===== config.mk =====
export PLATFORM = sky130hd
export DESIGN_NAME = tls_sqrt
export DESIGN_NICKNAME = d
export VERILOG_FILES = /design/src/rtl/tls_pkg.sv /design/src/rtl/tls_sqrt.sv
export SDC_FILE = /design/constraint.sdc
export NUM_CORES = 2
export LEC_CHECK = 0
export BUFFER_PORTS_ARGS = -buffer_cell sky130_fd_sc_hd__buf_2
export CAP_MARGIN = 25
export CELL_PAD_IN_SITES_DETAIL_PLACEMENT = 0
export CELL_PAD_IN_SITES_GLOBAL_PLACEMENT = 2
export CORE_MARGIN = 10
export CORE_UTILIZATION = 31
export DETAILED_ROUTE_END_ITERATION = 6
export PLACE_DENSITY_LB_ADDON = 0.15
export SYNTH_ARGS = -nofsm -noshare
export SYNTH_HDL_FRONTEND = slang
export SYNTH_MEMORY_MAX_BITS = 65536
export SYNTH_SLANG_ARGS = --single-unit

===== constraint.sdc =====
create_clock -name clock -period 4.5 [get_ports clock]
set_input_delay 0.225 -clock clock [delete_from_list [all_inputs] [get_ports clock]]
set_output_delay 0.225 -clock clock [all_outputs]
set_load 0.05 [all_outputs]

===== src/rtl/tls_pkg.sv =====
// Shared types, constants and register codes of the triangle Lambert shading block.
`default_nettype none
package tls_pkg;
   localparam int COORD_BITS_DEF = 24;
   localparam int NORM_BITS = 30;
   localparam int NN_W = 62;
   localparam int ROOT_W = 31;
   localparam int SQ_REM_W = 64;
   localparam int DOT_W = 48;
   localparam int DIV_W = 48;
   localparam int QUOT_BITS = 16;
   localparam int Q16_W = 17;
   localparam int CSR_IDX_W = 3;
   localparam int CSR_DATA_W = 17;
   localparam logic [Q16_W-1:0] Q16_ONE = 17'd65536;

   // register indexes
   localparam logic [CSR_IDX_W-1:0] CSR_NIGHT_FLOOR = 3'd0;
   localparam logic [CSR_IDX_W-1:0] CSR_DAY_FRACTION = 3'd1;
   localparam logic [CSR_IDX_W-1:0] CSR_DIRECT_WEIGHT = 3'd2;
   localparam logic [CSR_IDX_W-1:0] CSR_LIGHT_EAST = 3'd3;
   localparam logic [CSR_IDX_W-1:0] CSR_LIGHT_NORTH = 3'd4;
   localparam logic [CSR_IDX_W-1:0] CSR_LIGHT_UP = 3'd5;

   localparam logic [15:0] LIGHT_EAST_RST = 16'd14746;
   localparam logic [15:0] LIGHT_NORTH_RST = 16'd8192;
   localparam logic [15:0] LIGHT_UP_RST = 16'd28180;

   typedef struct packed {
      logic [Q16_W-1:0] night_floor;
      logic [Q16_W-1:0] day_fraction;
      logic [15:0] direct_weight;
      logic signed [15:0] light_east;
      logic signed [15:0] light_north;
      logic signed [15:0] light_up;
   } cfg_type;

   typedef struct packed {
      logic [NN_W-1:0] nn;
      logic signed [DOT_W-1:0] dot;
      logic degen;
   } norm_type;

   typedef struct packed {
      logic [ROOT_W-1:0] len;
      logic signed [DOT_W-1:0] dot;
      logic degen;
   } root_type;

   typedef struct packed {
      logic [Q16_W-1:0] incidence;
      logic degen;
   } inc_type;
endpackage
`default_nettype wire


===== src/rtl/tls_sqrt.sv =====
// Pipelined integer square root, one result bit per stage.
`default_nettype none
module tls_sqrt (
   input  wire logic clock,
   input  wire logic reset,
   input  wire logic en,
   input  wire logic in_valid,
   input  wire tls_pkg::norm_type in_data,
   output logic out_valid,
   output tls_pkg::root_type out_data
);
   localparam int RW = tls_pkg::ROOT_W;
   localparam int SW = tls_pkg::SQ_REM_W;

   logic vld_ff [RW];
   logic [SW-1:0] rem_ff [RW];
   logic [RW-1:0] root_ff [RW];
   logic signed [tls_pkg::DOT_W-1:0] dot_ff [RW];
   logic degen_ff [RW];

   for (genvar g = 0; g < RW; g++) begin : g_bit
      localparam int B = RW - 1 - g;
      logic vld_cur;
      logic [SW-1:0] rem_cur;
      logic [RW-1:0] root_cur;
      logic signed [tls_pkg::DOT_W-1:0] dot_cur;
      logic degen_cur;
      logic [SW-1:0] trial;

      // stage input select
      if (g == 0) begin : g_first
         always_comb begin
            vld_cur = in_valid;
            rem_cur = SW'(in_data.nn);
            root_cur = '0;
            dot_cur = in_data.dot;
            degen_cur = in_data.degen;
         end
      end else begin : g_next
         always_comb begin
            vld_cur = vld_ff[g-1];
            rem_cur = rem_ff[g-1];
            root_cur = root_ff[g-1];
            dot_cur = dot_ff[g-1];
            degen_cur = degen_ff[g-1];
         end
      end

      // (2r + 2^B) * 2^B against remainder
      assign trial = (SW'(root_cur) << (B + 1)) + (SW'(1) << (2 * B));

      always_ff @(posedge clock) begin
         if (reset) begin
            vld_ff[g] <= 1'b0;
         end else if (en) begin
            vld_ff[g] <= vld_cur;
         end
      end

      always_ff @(posedge clock) begin
         if (en) begin
            if (rem_cur >= trial) begin
               rem_ff[g] <= rem_cur - trial;
               root_ff[g] <= root_cur | (RW'(1) << B);
            end else begin
               rem_ff[g] <= rem_cur;
               root_ff[g] <= root_cur;
            end
            dot_ff[g] <= dot_cur;
            degen_ff[g] <= degen_cur;
         end
      end
   end

   assign out_valid = vld_ff[RW-1];
   assign out_data.len = root_ff[RW-1];
   assign out_data.dot = dot_ff[RW-1];
   assign out_data.degen = degen_ff[RW-1];
endmodule
`default_nettype wire


==> flow_metrics.py <==
metrics = {
    "status": {
        "status": "finished, final reports clean",
    },
    "logic_synthesis": {
        "synthArstFlopShare_pct": 0,
        "ys_seq_area_share_pct": 72.65,
        "synth_warnings": 0,
        "synth_fp_nets": 11760,
        "yosys-top-cells-area": "edfxtp_1, ha_1, xor2_1, xnor2_1, nand2_1",
        "synth_seq_cells": 3965,
        "netlist.area_leader.share_pct": 72.65,
        "netlist_area_mm2": 0.1639,
        "netlist_instances": 11120,
        "synth-main-ff-cell": "edfxtp_1",
        "ys_types": 90,
        "yosys.area.top_type": "edfxtp_1",
        "synth_area_per_cell_um2": 14.75,
        "synth_edf_count": 3965,
    },
    "floorplanning": {
        "core_mm2": 0.5259,
        "fp-row-count": 266,
        "die_h_um": 747.1,
        "initial_core_util_pct": 31.17,
        "ios": 196,
        "die_area_mm2": 0.5582,
        "die_x_um": 747.1,
    },
    "worst_setup_path": {
        "worst-path-max-fanout": 7,
        "end_kind": "register",
        "crit_arrival_ns": 4.98,
        "max_stage_delay_ns": 0.58,
        "path_common_cell": "o21ai_0",
        "worstSetupStartpointType": "register",
        "crit_chain": "ha_1, o21ai_0, a221o_1, a21boi_0, o21ai_0, o211ai_1, o311a_1, and4_1, or3b_2, nor4_1, xor2_1",
        "worstPathRequired_ns": 5.18,
        "cpMaxStageDelayCell": "or3b_2",
        "path_class": "register to register",
    },
    "pwr": {
        "power.density_mw_per_mm2": 511.9,
        "vdd_drop_max_mv": 0.3717,
        "p_leak_nw": 68.34,
    },
    "global_route": {
        "grt_max_degree": 202,
        "grt_pass1_vias": 94070,
        "grt_antenna_before_repair": 20,
        "grt_pass1_wl_um": 601600,
        "overflow": 0,
        "grtUsageTotal_pct": 13.78,
    },
    "route": {
        "initialDrtViolationCount": 6229,
        "routedWlPerCell_um": 20.58,
        "dr_total_vias": 91020,
        "post_drt_via_cell_ratio": 4.715,
        "drt_first_pass_iters": 6,
        "drcViolationCount": 0,
        "antenna_left": 0,
        "routed_wl_um": 397200,
    },
    "layout": {
        "area_delta_synth_final_pct": 16.85,
        "fillers": 49830,
        "design_area_mm2": 0.1915,
        "final_nets": 12610,
        "drive_above_1_share_pct": 10.09,
    },
    "clock_network": {
        "insertion_delay_ns": 1.02,
        "cts_made_buffers": 442,
        "cts_tree": "done",
        "clock_path_buffers": 4,
        "clk_pin_slew_ns": 0.06,
        "clock-sinks": 3965,
        "cts_root_buf": "clkbuf_16",
        "cts_htree_levels": 5,
    },
    "sta": {
        "tightest_slew_ns": 1.223,
        "period_share_pct": 95.68,
        "rsz0062_at_grt": "false",
        "setup_tns_ns": 0,
        "fmax_mhz": 232.2,
        "clock_skew_ns": 0.09812,
        "slew_violations": 0,
        "hold_viol": 0,
        "setup_violations": 0,
        "min_period_ns": 4.306,
        "slew_headroom_pct": 18.50,
    },
    "placement": {
        "io_buffers": 195,
        "place_congestion": 0.8840,
        "dp_hpwl_um": 288600,
        "postPlaceCellArea_mm2": 0.1747,
    },
    "min_path": {
        "hp-class": "primary input to register",
    },
    "flow_run": {
        "maxCapViolations": 0,
    },
}
==> stage by stage <==
step / instances / power, mW / utilization, % / setup WS, ns / hold slack [ns]
after floorplan: 11120 / 57.02 / - / 0.03027 / 0.3239
after global placement: 18260 / 62.82 / 33.21 / 0.2047 / 0.4000
after detailed placement: 18270 / 62.76 / 33.22 / 0.1626 / 0.4031
after CTS: 19300 / 99.76 / 36.41 / 0.1480 / 0.05786
after global routing: 19300 / 103.1 / 36.42 / 0.01575 / 0.1455
final: 19300 / 98.04 / 36.42 / 0.1942 / 0.1916
==> path summary, 6_finish.rpt <==
| check | endpoint | slack (ns) | depth (start not counted) | start |
|---|---|---|---|---|
| max reg2reg | rem_ff[1][891] | 0.19 | 11 | rem_ff[1][773] |
| min reg2reg | dot_ff[1][30] | 0.37 | 0 | dot_ff[0][750] |
| max | rem_ff[1][891] | 0.19 | 11 | rem_ff[1][773] |
| min | rem_ff[0][61] | 0.19 | 4 | in_data[110] |
==> metal layers <==
metal / up-vias / track usage (%) / part of all wire (%)
met5: - / 0 / 0.0030
met1: 44600 / 18.39 / 45
li1: 43800 / - / -
met4: 2 / 4.316 / 3.4
met2: 1925 / 23.13 / 47
met3: 685 / 2.056 / 4.0
==> cell type report <==
type                            count  area [um2]  area share, %
Inverter                          633        2376          1.241
Multi-Input combinational cell   6244       41340          21.59
Clock buffer                      526       11400          5.951
Timing Repair Buffer              685        5502          2.873
Tap cell                         6968        8718          4.552
Sequential cell                  3965      119100          62.17
Clock inverter                    277        3102          1.620
Antenna cell                        6       15.01       0.007840
==> cell usage in the layout (no fill, tap or decap), types with 62 or more instances in the layout <==
cell type      synthesis  final
inv_1                632    632
nand3_1              146    146
clkbuf_1             204     83
clkbuf_16              0    443
edfxtp_1            3965   3965
xnor2_1              431    431
o21a_1                81     81
nand4_1              172    172
a21o_1               204    204
buf_4                 49    239
nor2b_1               62     62
nor3_1               303    302
a21oi_1              526    526
nor2_1               579    579
o21ai_0              529    528
ha_1                 525    525
or4_1                 78     78
nand2_1              760    760
buf_2                 11    197
clkinv_2               0     81
dlygate4sd3_1          0    226
or3_1                107    107
xor2_1               457    457
nor4_1               359    354
nand2b_1             128    128
clkinv_1               0     84
==> registers in the layout (all words and copies together), names as in the netlist <==
name and flops:
vld_ff 31, dot_ff 1488, rem_ff 1919, root_ff 496
degen_ff 31
==> Yosys cell counts (57+ instances only) <==
cell      count
nand2_1     760
nand3_1     146
clkbuf_1    204
o21a_1       81
nor2b_1      62
o21ai_0     529
and2_1       59
edfxtp_1   3965
inv_1       632
nor4b_1      57
xnor2_1     431
nor4_1      359
nand4_1     172
ha_1        525
a21oi_1     526
nor3_1      303
nand2b_1    128
a21o_1      204
nor2_1      579
xor2_1      457
or4_1        78
or3_1       107
==> logic make-up (layout without fill, tap and decap cells) <==
family                   Yosys count  in the layout  synth area share, %
XOR/XNOR                         888            888                4.746
other                              0              6                    0
buffers and inverters            906           2121                2.196
multiplexers                      58             58               0.3916
AO/OA/AOI/OAI                   1738           1738                6.469
adder cells (fa/ha/maj)          525            525                4.008
AND/OR/NAND/NOR                 3035           3035                9.542
flip-flops                      3965           3965                72.65
==> worst max-delay path: cells and delay by family, from the launching register on <==
family | cells | cell delay, ns
XOR/XNOR | 1 | 0.12
flip-flops | 1 | 0.39
adder cells (fa/ha/maj) | 1 | 0.38
AO/OA/AOI/OAI | 6 | 1.96
AND/OR/NAND/NOR | 3 | 1.10
==> power breakdown <==
group / leakage, nW / switching [mW] / internal, mW / total [mW]
combinational: 22.9 / 8.67 / 5.54 / 14.2
sequential: 38.4 / 2.62 / 45.2 / 47.8
clock: 7.02 / 15.1 / 20.9 / 36.0
total: 68.3 / 26.3 / 71.7 / 98.0
==> repair_timing <==
action | in CTS | in global routing
hold endpoints to repair | 269 | 0
resized for setup | 0 | 1
hold buffers | 226 | 0
setup endpoints to repair | 0 | 5
buffers inserted | 0 | 0
(Power assumes the default switching activity.)
