<file path="config.mk">
export PLATFORM = sky130hd
export DESIGN_NAME = tls_shade
export DESIGN_NICKNAME = d
export VERILOG_FILES = /design/src/rtl/tls_pkg.sv /design/src/rtl/tls_shade.sv
export SDC_FILE = /design/constraint.sdc
export NUM_CORES = 2
export LEC_CHECK = 0
export BUFFER_PORTS_ARGS = -buffer_cell sky130_fd_sc_hd__buf_2
export CORE_UTILIZATION = 35
export DETAILED_ROUTE_END_ITERATION = 8
export PLACE_DENSITY_LB_ADDON = 0.08
export RECOVER_POWER = 25
export SYNTH_ARGS = -nofsm -noshare
export SYNTH_HDL_FRONTEND = slang
export SYNTH_SLANG_ARGS = --single-unit
</file>
<file path="constraint.sdc">
create_clock -name clock -period 10 [get_ports clock]
set_clock_uncertainty 0.2 [all_clocks]
set_input_delay 1 -clock clock [delete_from_list [all_inputs] [get_ports clock]]
set_output_delay 1 -clock clock [all_outputs]
set_load 0.05 [all_outputs]
</file>
<file path="src/rtl/tls_pkg.sv">
// Shared types, constants and register codes of the triangle Lambert shading block.
`default_nettype none
package tls_pkg;
   localparam int COORD_BITS_DEF = 24;
   localparam int NORM_BITS = 30;
   localparam int NN_W = 62;
   localparam int ROOT_W = 31;
   localparam int SQ_REM_W = 64;
   localparam int DOT_W = 48;
   localparam int DIV_W = 48;
   localparam int QUOT_BITS = 16;
   localparam int Q16_W = 17;
   localparam int CSR_IDX_W = 3;
   localparam int CSR_DATA_W = 17;
   localparam logic [Q16_W-1:0] Q16_ONE = 17'd65536;

   // register indexes
   localparam logic [CSR_IDX_W-1:0] CSR_NIGHT_FLOOR = 3'd0;
   localparam logic [CSR_IDX_W-1:0] CSR_DAY_FRACTION = 3'd1;
   localparam logic [CSR_IDX_W-1:0] CSR_DIRECT_WEIGHT = 3'd2;
   localparam logic [CSR_IDX_W-1:0] CSR_LIGHT_EAST = 3'd3;
   localparam logic [CSR_IDX_W-1:0] CSR_LIGHT_NORTH = 3'd4;
   localparam logic [CSR_IDX_W-1:0] CSR_LIGHT_UP = 3'd5;

   localparam logic [15:0] LIGHT_EAST_RST = 16'd14746;
   localparam logic [15:0] LIGHT_NORTH_RST = 16'd8192;
   localparam logic [15:0] LIGHT_UP_RST = 16'd28180;

   typedef struct packed {
      logic [Q16_W-1:0] night_floor;
      logic [Q16_W-1:0] day_fraction;
      logic [15:0] direct_weight;
      logic signed [15:0] light_east;
      logic signed [15:0] light_north;
      logic signed [15:0] light_up;
   } cfg_type;

   typedef struct packed {
      logic [NN_W-1:0] nn;
      logic signed [DOT_W-1:0] dot;
      logic degen;
   } norm_type;

   typedef struct packed {
      logic [ROOT_W-1:0] len;
      logic signed [DOT_W-1:0] dot;
      logic degen;
   } root_type;

   typedef struct packed {
      logic [Q16_W-1:0] incidence;
      logic degen;
   } inc_type;
endpackage
`default_nettype wire

</file>
<file path="src/rtl/tls_shade.sv">
// Shade blend: floor + day*(1-floor) + weight*incidence*day, three stages.
`default_nettype none
module tls_shade (
   input  wire logic clock,
   input  wire logic reset,
   input  wire logic en,
   input  wire tls_pkg::cfg_type cfg,
   input  wire logic in_valid,
   input  wire tls_pkg::inc_type in_data,
   output logic out_valid,
   output logic [tls_pkg::Q16_W-1:0] face_brightness,
   output logic [tls_pkg::Q16_W-1:0] sun_incidence,
   output logic flat_degenerate
);
   localparam int QW = tls_pkg::Q16_W;

   logic [2:0] vld_ff;
   logic [33:0] p1a_ff;
   logic [32:0] p2_ff;
   logic [QW-1:0] inc_ff [2];
   logic degen_ff [2];
   logic [33:0] p1b_ff;
   logic [49:0] p3_ff;
   logic [QW-1:0] bright_ff;
   logic [QW-1:0] incout_ff;
   logic degout_ff;

   logic [QW-1:0] f;
   logic [QW-1:0] d;
   logic [QW-1:0] omf;
   logic [50:0] total;
   logic [27:0] shade;

   // clamp floor and daylight to one
   always_comb begin
      f = (cfg.night_floor > tls_pkg::Q16_ONE) ? tls_pkg::Q16_ONE : cfg.night_floor;
      d = (cfg.day_fraction > tls_pkg::Q16_ONE) ? tls_pkg::Q16_ONE : cfg.day_fraction;
      omf = tls_pkg::Q16_ONE - f;
      total = (51'(p1b_ff) << 8) + 51'(p3_ff);
      shade = 28'(f) + 28'(total >> 24);
   end

   always_ff @(posedge clock) begin
      if (reset) begin
         vld_ff <= '0;
      end else if (en) begin
         vld_ff <= {vld_ff[1:0], in_valid};
      end
   end

   always_ff @(posedge clock) begin
      if (en) begin
         p1a_ff <= 34'(d) * 34'(omf);
         p2_ff <= 33'(cfg.direct_weight) * 33'(in_data.incidence);
         inc_ff[0] <= in_data.incidence;
         degen_ff[0] <= in_data.degen;

         p1b_ff <= p1a_ff;
         p3_ff <= 50'(p2_ff) * 50'(d);
         inc_ff[1] <= inc_ff[0];
         degen_ff[1] <= degen_ff[0];

         bright_ff <= (shade > 28'(tls_pkg::Q16_ONE)) ? tls_pkg::Q16_ONE : QW'(shade);
         incout_ff <= inc_ff[1];
         degout_ff <= degen_ff[1];
      end
   end

   assign out_valid = vld_ff[2];
   assign face_brightness = bright_ff;
   assign sun_incidence = incout_ff;
   assign flat_degenerate = degout_ff;
endmodule
`default_nettype wire

</file>
==> impl_metrics.json <==
{
  "run_status": "finished with violations",
  "violations": "max-capacitance violations, max-slew violations",
  "whs_endpoint": "p1b_ff[33]",
  "worst_slew_margin_rel_pct": -269.2,
  "timing.final.crit_period_ps": 9063,
  "ff2ff_setup_slack_ps": 1820,
  "grtUsageTotal_pct": 20.49,
  "instances_no_fill": 6585,
  "portBuffers": 107,
  "placedCellCount": 6534,
  "fraction_of_synthesized_cell_area_in_xor_and_xnor_cells_pct": 2.835,
  "synth-async-reset-ratio_pct": 0,
  "fp-row-count": 130,
  "htree_num_levels": 1,
  "grt_use_met3_pct": 1.847,
  "tritoncts.num_buffers": 28,
  "final_hold_viol_count": 0,
  "total_grt_overflow": 0,
  "crit_required_ps": 10160,
  "root_buffer": "sky130_fd_sc_hd__clkbuf_16",
  "grt_first_pass_wirelength_um": 203800,
  "dpl.hpwl_um": 104300,
  "start_util_pct": 35.49,
  "synthToLayoutAreaGrowth_pct": 9.076,
  "seq_area_frac_synth_pct": 14.48,
  "maxClockFrequency_mhz": 110.3,
  "synth_largest_type_area_fraction_pct": 40.00,
  "chipHeight_um": 359.7,
  "cts_hold_repair.buffers": 0,
  "post_synth_fa_ha_maj_area_fraction_pct": 50.78,
  "number_of_sinks_driven_by_the_clock_tree": 217,
  "final.setup.worst_slack_ps": 936.8,
  "main_combinational_cell_family_by_area_after_synthesis": "adder cells",
  "clkLatencyLatePin_ps": 610,
  "primary_ff_master_synth": "sky130_fd_sc_hd__edfxtp_1",
  "postCtsResizedCells": 0,
  "finalCritPeriodShare_pct": 90.63,
  "final_common_cell": "sky130_fd_sc_hd__inv_1",
  "syn_avg_cell_area_um2": 9.258,
  "critical_path.endpoint_type": "flip-flop",
  "synth-simple-area-share_pct": 15.23,
  "pin_count": 156,
  "die_width_um": 359.7,
  "drt_wl_total_um": 130100,
  "final_antenna_net_count": 0,
  "hold_path.startpoint": "p1a_ff[33]",
  "grt_antenna_before_repair": 2,
  "worst_hold_path.num_cells": 0,
  "core_um2": 126200,
  "maxSlewViolCount": 92,
  "tritoncts_clock_tree": "yes",
  "routedWlPerCell_um": 19.75,
  "worst_r2r_endpoint": "p3_ff[49]",
  "critical_path_arrival_ps": 9220,
  "crit_path_launch_type": "input pin",
  "grt_pass1_vias": 34140,
  "cap_viol_max_count": 1,
  "crit_path_max_fanout": 23,
  "setup-tns-final_ps": 0,
  "cell_area_synth_um2": 44790,
  "final_design_area_no_fill_um2": 48860,
  "flop_and_latch_count_out_of_synthesis": 217,
  "worstReg2RegStart": "p2_ff[12]",
  "postSynthCellCount": 4838,
  "worst_path_most_repeated_cell": "sky130_fd_sc_hd__fa_1",
  "top_usage_layer": "met2",
  "nets_in_the_synthesized_netlist": 6239,
  "timing.hold.worst.class": "reg -> reg",
  "globalRouteMet1Util_pct": 27.22,
  "gpl.final_weighted_congestion": 0.8434,
  "synth_mux_area_share_pct": 0.1648,
  "cts.reportedPaths.clkPinSlew_ps": 60,
  "drt_drc_violations_left": 0,
  "vias_per_cell": 4.848,
  "most-common-layout-cells": "sky130_fd_sc_hd__inv_1, sky130_fd_sc_hd__fa_1, sky130_fd_sc_hd__nand2_1, sky130_fd_sc_hd__ha_1, sky130_fd_sc_hd__edfxtp_1",
  "dr_total_vias": 31930,
  "cp_slowest_cell": "sky130_fd_sc_hd__fa_1",
  "r2r_cells": 26,
  "fill_cell_instance_count_of_the_final_layout": 12900,
  "drt_first_iter_violations": 1711,
  "antenna_cells_inserted": 0,
  "cts_setup_buffers": 0,
  "crit_type": "in -> reg",
  "clock_path_buffers": 3,
  "compound_gate_portion_of_the_synthesized_area_pct": 5.221,
  "number_of_enable_flip_flop_cells_after_synthesis": 214,
  "synth.area.top_cells": "sky130_fd_sc_hd__fa_1, sky130_fd_sc_hd__edfxtp_1, sky130_fd_sc_hd__ha_1",
  "finish.net_count": 6315,
  "synth_cell_types": 85,
  "met2_usage_pct": 36.33,
  "setup_violations": 0,
  "dieArea_um2": 129400,
  "synth-warning-count": 0,
  "dpl-instance-area_um2": 47890,
  "drive_gt1_share_pct": 6.971,
  "maximum_number_of_pins_on_one_net_before_global_route_repair": 92,
  "setup_repair_after_global_routing_missed_its_margin": "false",
  "detailedRoute.firstPassIterationCount": 5,
  "critical-path-max-stage-delay_ps": 560,
  "yosysTopAreaCell": "sky130_fd_sc_hd__fa_1",
  "setup_slack_at_placement_ps": 260.7,
  "timing_worst_slew_pin_value_ps": 5538
}
worst max-delay path by stage:
stage                  from         end  slack (ps)  depth (start not counted)
finish              cfg[78]   p3_ff[49]         940                         33
global route        cfg[78]   p3_ff[49]         590                         33
CTS                 cfg[78]   p3_ff[49]         900                         33
detailed placement  cfg[78]   p3_ff[49]         260                         33
global placement    cfg[78]   p3_ff[49]         250                         33
floorplan           cfg[97]  p1a_ff[33]         940                         33
kinds of logic (layout without fill, tap and decap cells):
| kind of cell | after synthesis | in the layout |
|---|---|---|
| DFF | 217 | 217 |
| adders and majority gates | 1281 | 1281 |
| xor gates and xnor gates | 145 | 145 |
| AOI/OAI and AO/OA | 346 | 346 |
| muxes | 7 | 7 |
| buffers and inverters | 1342 | 1439 |
| and+or+nand+nor | 1500 | 1500 |
per-stage QoR:
step | hold WS [ps] | utilization [%]
after floorplan | 200.3 | -
after global placement | 202.4 | 37.94
after detailed placement | 204.5 | 37.94
after CTS | 208.3 | 38.74
after global routing | 218.5 | 38.71
final | 206.6 | 38.71
final cells by class:
type                            count  area, µm²  area share (%)
Inverter                         1130       4242           8.682
Timing Repair Buffer              258       1757           3.596
Tap cell                         1650       2064           4.226
Clock buffer                       29      704.4           1.442
Multi-Input combinational cell   3279      33310           68.18
Clock inverter                     22      295.3          0.6044
Sequential cell                   217       6486           13.28
cells in the mapped netlist, types with 4 or more instances:
cell	count
sky130_fd_sc_hd__inv_1	1130
sky130_fd_sc_hd__fa_1	895
sky130_fd_sc_hd__nand2_1	877
sky130_fd_sc_hd__ha_1	386
sky130_fd_sc_hd__edfxtp_1	214
sky130_fd_sc_hd__clkbuf_1	196
sky130_fd_sc_hd__and2_1	174
sky130_fd_sc_hd__nor2_1	160
sky130_fd_sc_hd__a21oi_1	113
sky130_fd_sc_hd__xnor2_1	94
sky130_fd_sc_hd__and3_1	90
sky130_fd_sc_hd__xor2_1	51
sky130_fd_sc_hd__a21o_1	50
sky130_fd_sc_hd__o21ai_0	49
sky130_fd_sc_hd__nor3_1	33
sky130_fd_sc_hd__nor2b_1	31
sky130_fd_sc_hd__nand3_1	30
sky130_fd_sc_hd__nand2b_1	27
sky130_fd_sc_hd__o21a_1	25
sky130_fd_sc_hd__nand4_1	16
sky130_fd_sc_hd__buf_1	13
sky130_fd_sc_hd__o21bai_1	12
sky130_fd_sc_hd__nor4_1	11
sky130_fd_sc_hd__nor3b_1	10
sky130_fd_sc_hd__nor3_2	9
sky130_fd_sc_hd__o211ai_1	9
sky130_fd_sc_hd__or3_1	9
sky130_fd_sc_hd__a211oi_1	8
sky130_fd_sc_hd__or2_2	8
sky130_fd_sc_hd__a31oi_1	6
sky130_fd_sc_hd__o31ai_1	6
sky130_fd_sc_hd__a41oi_1	5
sky130_fd_sc_hd__a2111oi_0	4
sky130_fd_sc_hd__a21boi_0	4
sky130_fd_sc_hd__mux2i_1	4
metal layers:
layer / routed length (µm) / part of all wire [%] / vias up
li1: - / - / 14740
met1: 58840 / 45 / 16550
met2: 64680 / 50 / 512
met3: 3951 / 3.0 / 121
met4: 2592 / 2.0 / 0
met5: 0 / 0 / -
sequential cells by signal, indices dropped and copies added, names as in the netlist:
| register | count |
|---|---|
| inc_ff | 34 |
| vld_ff | 3 |
| degen_ff | 2 |
| face_brightness | 17 |
| flat_degenerate | 1 |
| sun_incidence | 17 |
| p3_ff | 42 |
| p1b_ff | 34 |
| p2_ff | 33 |
| p1a_ff | 34 |
critical path: cells and delay by family:
family / cells / cell delay, ps
compound gates: 10 / 2400
simple gates: 6 / 1370
xor+xnor: 1 / 90
buf+inv: 9 / 980
fa+ha+maj: 7 / 3310
Power is not shown: default switching activity piles up to over one toggle a cycle in this logic, so the estimate is an artifact.
